$ cat src/dalm_pkg.sv
// Shared types and constants for the device allowlist match table.
// No dependencies.
package dalm_pkg;

   localparam int MAX_ENTRIES   = 256;
   localparam int IDX_W         = (MAX_ENTRIES > 1) ? $clog2(MAX_ENTRIES) : 1;
   localparam int CNT_W         = $clog2(MAX_ENTRIES + 1);
   localparam int ID_W          = 16;
   localparam int ENTRY_COUNT_W = 9;

   typedef enum logic [1:0] {
      CMD_LOOKUP = 2'd0,
      CMD_ADD    = 2'd1,
      CMD_REMOVE = 2'd2,
      CMD_CLEAR  = 2'd3
   } cmd_type;

   typedef enum logic [1:0] {
      ST_IDLE,
      ST_LOOKUP,
      ST_FIND,
      ST_SHIFT
   } state_type;

   typedef struct packed {
      logic [ID_W-1:0] vendor;
      logic [ID_W-1:0] product;
      logic [ID_W-1:0] cls;
   } entry_type;

   typedef struct packed {
      logic pair_hit;
      logic class_hit;
   } match_type;

endpackage

$ cat src/dalm_match_unit.sv
// Compares one stored entry against the transaction key.
// Depends on dalm_pkg.
module dalm_match_unit
   import dalm_pkg::*;
(
   input  entry_type entry,
   input  entry_type key,
   output match_type hit
);

   always_comb begin
      hit.pair_hit  = (entry.vendor == key.vendor) && (entry.product == key.product);
      // class zero in an entry never matches
      hit.class_hit = (entry.cls != '0) && (entry.cls == key.cls);
   end

endmodule

$ cat config.mk
export PLATFORM = sky130hd
export DESIGN_NAME = dalm_match_unit
export DESIGN_NICKNAME = d
export VERILOG_FILES = /design/src/dalm_pkg.sv /design/src/dalm_match_unit.sv
export SDC_FILE = /design/constraint.sdc
export NUM_CORES = 1
export LEC_CHECK = 0
export BUFFER_PORTS_ARGS = -buffer_cell sky130_fd_sc_hd__buf_2
export CORE_MARGIN = 4
export CORE_UTILIZATION = 26
export DETAILED_ROUTE_END_ITERATION = 10
export GPL_TIMING_DRIVEN = 0
export PLACE_DENSITY = 0.91
export SLEW_MARGIN = 20
export SYNTH_ARGS = -nofsm -noshare
export SYNTH_HDL_FRONTEND = slang
export SYNTH_SLANG_ARGS = --single-unit
$ cat constraint.sdc
create_clock -name vclk -period 0.93
set_clock_uncertainty 0.05 [all_clocks]
set_input_delay 0.1395 -clock vclk [all_inputs]
set_output_delay 0.1395 -clock vclk [all_outputs]
set_load 0.1 [all_outputs]
# After elaboration in Yosys (flattened, before gate mapping)
# Index checks and enable logic that the tools add are counted.
[totals]
reg_bits = 0
[op_classes]
n_eq_ne = 3
n_reduce_logical = 3
[ops]
columns = ["op", "count"]
rows = [
  ["$eq 16x16->1", 3],
  ["$reduce_bool 16->1", 1],
  ["$logic_and 1x1->1", 2],
]

# Longest topological paths before layout
[depth]
word_depth = 2
ltp_mapped = 4
ltp_nobuf = 4

# Least setup slack after synthesis
# No wires, ideal clock.
[synth_path]
path_type = "input port to output port"
startpoint = "input key[31] (netlist bit)"
endpoint = "output hit[1] (netlist bit)"
t_arrival_ns = 1.926
setup_slack_ns = -1.185
path_stages = 4
n_path_buf = 0
cell_sequence = "xor2_1 -> nor4_1 -> nand4_1 -> nor2_1"
[synth_lines]
columns = ["item", "line_no", "source"]
rows = [
  ["from (decl)", "dalm_match_unit.sv:7", "input entry_type key,"],
  ["to (decl)", "dalm_match_unit.sv:8", "output match_type hit"],
]

==> metrics.yaml <==
timing:
  hold_viol: 0
  maxSlewHeadroom_pct: 81.51
  fin_crit_ns: 1.423
  setup_violations: 2
  finalSetupTns_ns: -0.9305
  rsz0062_at_grt: "yes"
  finalCritPeriodShare_pct: 153.0
  setup_slack_ns: -0.4933
  maxSlewViolCount: 0
  tightest_slew_ns: 0.2748
  max_freq_mhz: 702.6
routing:
  drc: 0
  wire_per_inst_um: 13.21
  ant_nets: 0
  drtIter0Drc: 3
  vias_per_cell: 4.467
  drt-total-wl_um: 2576
  num_vias: 871
  firstDrtPassIters: 2
cells_and_area:
  clock_buffers: 0
  regArea_um2: 0
  finish.net_count: 266
  seq_cells: 0
  area_delta_synth_final_pct: 115.8
  n_antenna_cell: 0
  fin_area_um2: 1212
  drive_above_1_share_pct: 64.29
min_path:
  hp-class: "input port to output pin"
global_routing:
  grt_util_all_layers_pct: 14.59
  grt_pass1_vias: 784
  grt_start_max_net_pins: 3
  antenna_found_initial: 0
  grt_pass1_wl_um: 3194
  grt_overflow: 0
placement:
  placed_area_um2: 1101
  gp_congestion: 0.8465
  port_buffers: 98
  place_hpwl_um: 2252
  post-place-ws_ns: -0.7654
logic_synthesis:
  synth_area_leaders: "xor2_1, nor4_1, nand4_1, nor4_2, and4_1"
  ys.warnings.count: 0
  yosysSeqAreaShare_pct: 0
  synth_area_um2: 561.8
  synthesis.nets: 166
  ys_types: 6
  synth.top_cell.area_share_pct: 74.83
  synth_top_area_cell: "xor2_1"
  avgSynthCellArea_um2: 8.026
  synthCells: 70
run_status:
  failed_checks: "setup timing"
  status: "finished, violations left"
critical_path:
  worstPathArrival_ns: 1.23
  critPathRequiredTime_ns: 0.74
  path_class: "input port to output pin"
  cp_max_fo: 1
  cp-end-kind: "output pin"
  start_kind: "input port"
clock_network:
  cts_setup_buffers: 0
  cts_hold_buf: 0
floorplanning:
  die_area_um2: 2969
  coreArea_um2: 2002
  fp.dieW_um: 54.49
  start_util_pct: 28.06
  row_count: 16
  io_pins: 98
  die_y_um: 54.49
power:
  ir_drop_mv: 0.2355
  leakagePower_uw: 0.0006316
  finalPower_uw: 464.0
  power_density_nw_per_um2: 382.7
run:
  maxCapViolations: 0
[area by class of cell]
type	instances	area, um2
repair buffers	98	558.0
well taps	27	33.78
fillers	187	789.5
multi-input cells	70	620.6
[placed cells by master, fill, tap and decap left out]
cell type and instances:
nor4_2 8, buf_6 6, and4_1 1, buf_2 90
nor4_1 8, nor2_4 2, nand4_1 3, buf_12 2
xor2_1 48
[cell families (layout without fill, tap and decap cells)]
group / Yosys count / count (layout) / synth area share [%]
simple gates: 22 / 22 / 25.17
buf+inv: 0 / 98 / 0
xor+xnor: 48 / 48 / 74.83
[metal layers]
| metal | vias up | GRT usage (%) | part of all wire (%) |
|---|---|---|---|
| li1 | 446 | - | - |
| met1 | 400 | 15.06 | 30 |
| met2 | 23 | 31.67 | 65 |
| met3 | 2 | 0.8174 | 3.9 |
| met4 | 0 | 1.660 | 0.82 |
| met5 | - | 0 | 0 |
[synth_stat cells, drive strengths merged]
| master | number |
|---|---|
| xor2 | 48 |
| nor4 | 16 |
| nand4 | 3 |
| nor2 | 2 |
| and4 | 1 |
[worst max-delay path, stage by stage]
cell	delay [ns]
buf_2	0.10
xor2_1	0.15
nor4_2	0.30
nand4_1	0.18
nor2_4	0.16
buf_12	0.18
[power by group]
part / total (uW) / switching, uW / internal [uW]
Combinational: 464 / 201 / 263
Sequential: 0 / 0 / 0
Clock: 0 / 0 / 0
[per-stage QoR]
step                      hold slack [ns]  utilization [%]  instances
after floorplan                    0.6237                -         70
after global placement             0.9211            55.00        195
after detailed placement           0.9282            55.00        195
after CTS                          0.8201            59.00        195
after global routing               0.8458            60.56        195
final                              0.8256            60.56        195
[final timing paths]
path  slack [ns]     end  cells past startpoint     from
max        -0.49  hit[1]                      6  key[24]
min         0.83  hit[1]                      6  key[22]
[what timing repair did]
item | CTS | global route
pin swaps | 10 | 3
gates cloned | 0 | 0
hold endpoints to repair | 0 | 0
setup endpoints to repair | 2 | 2
gates resized for setup | 16 | 5
No activity file was read; power rests on OpenSTA's default activity.
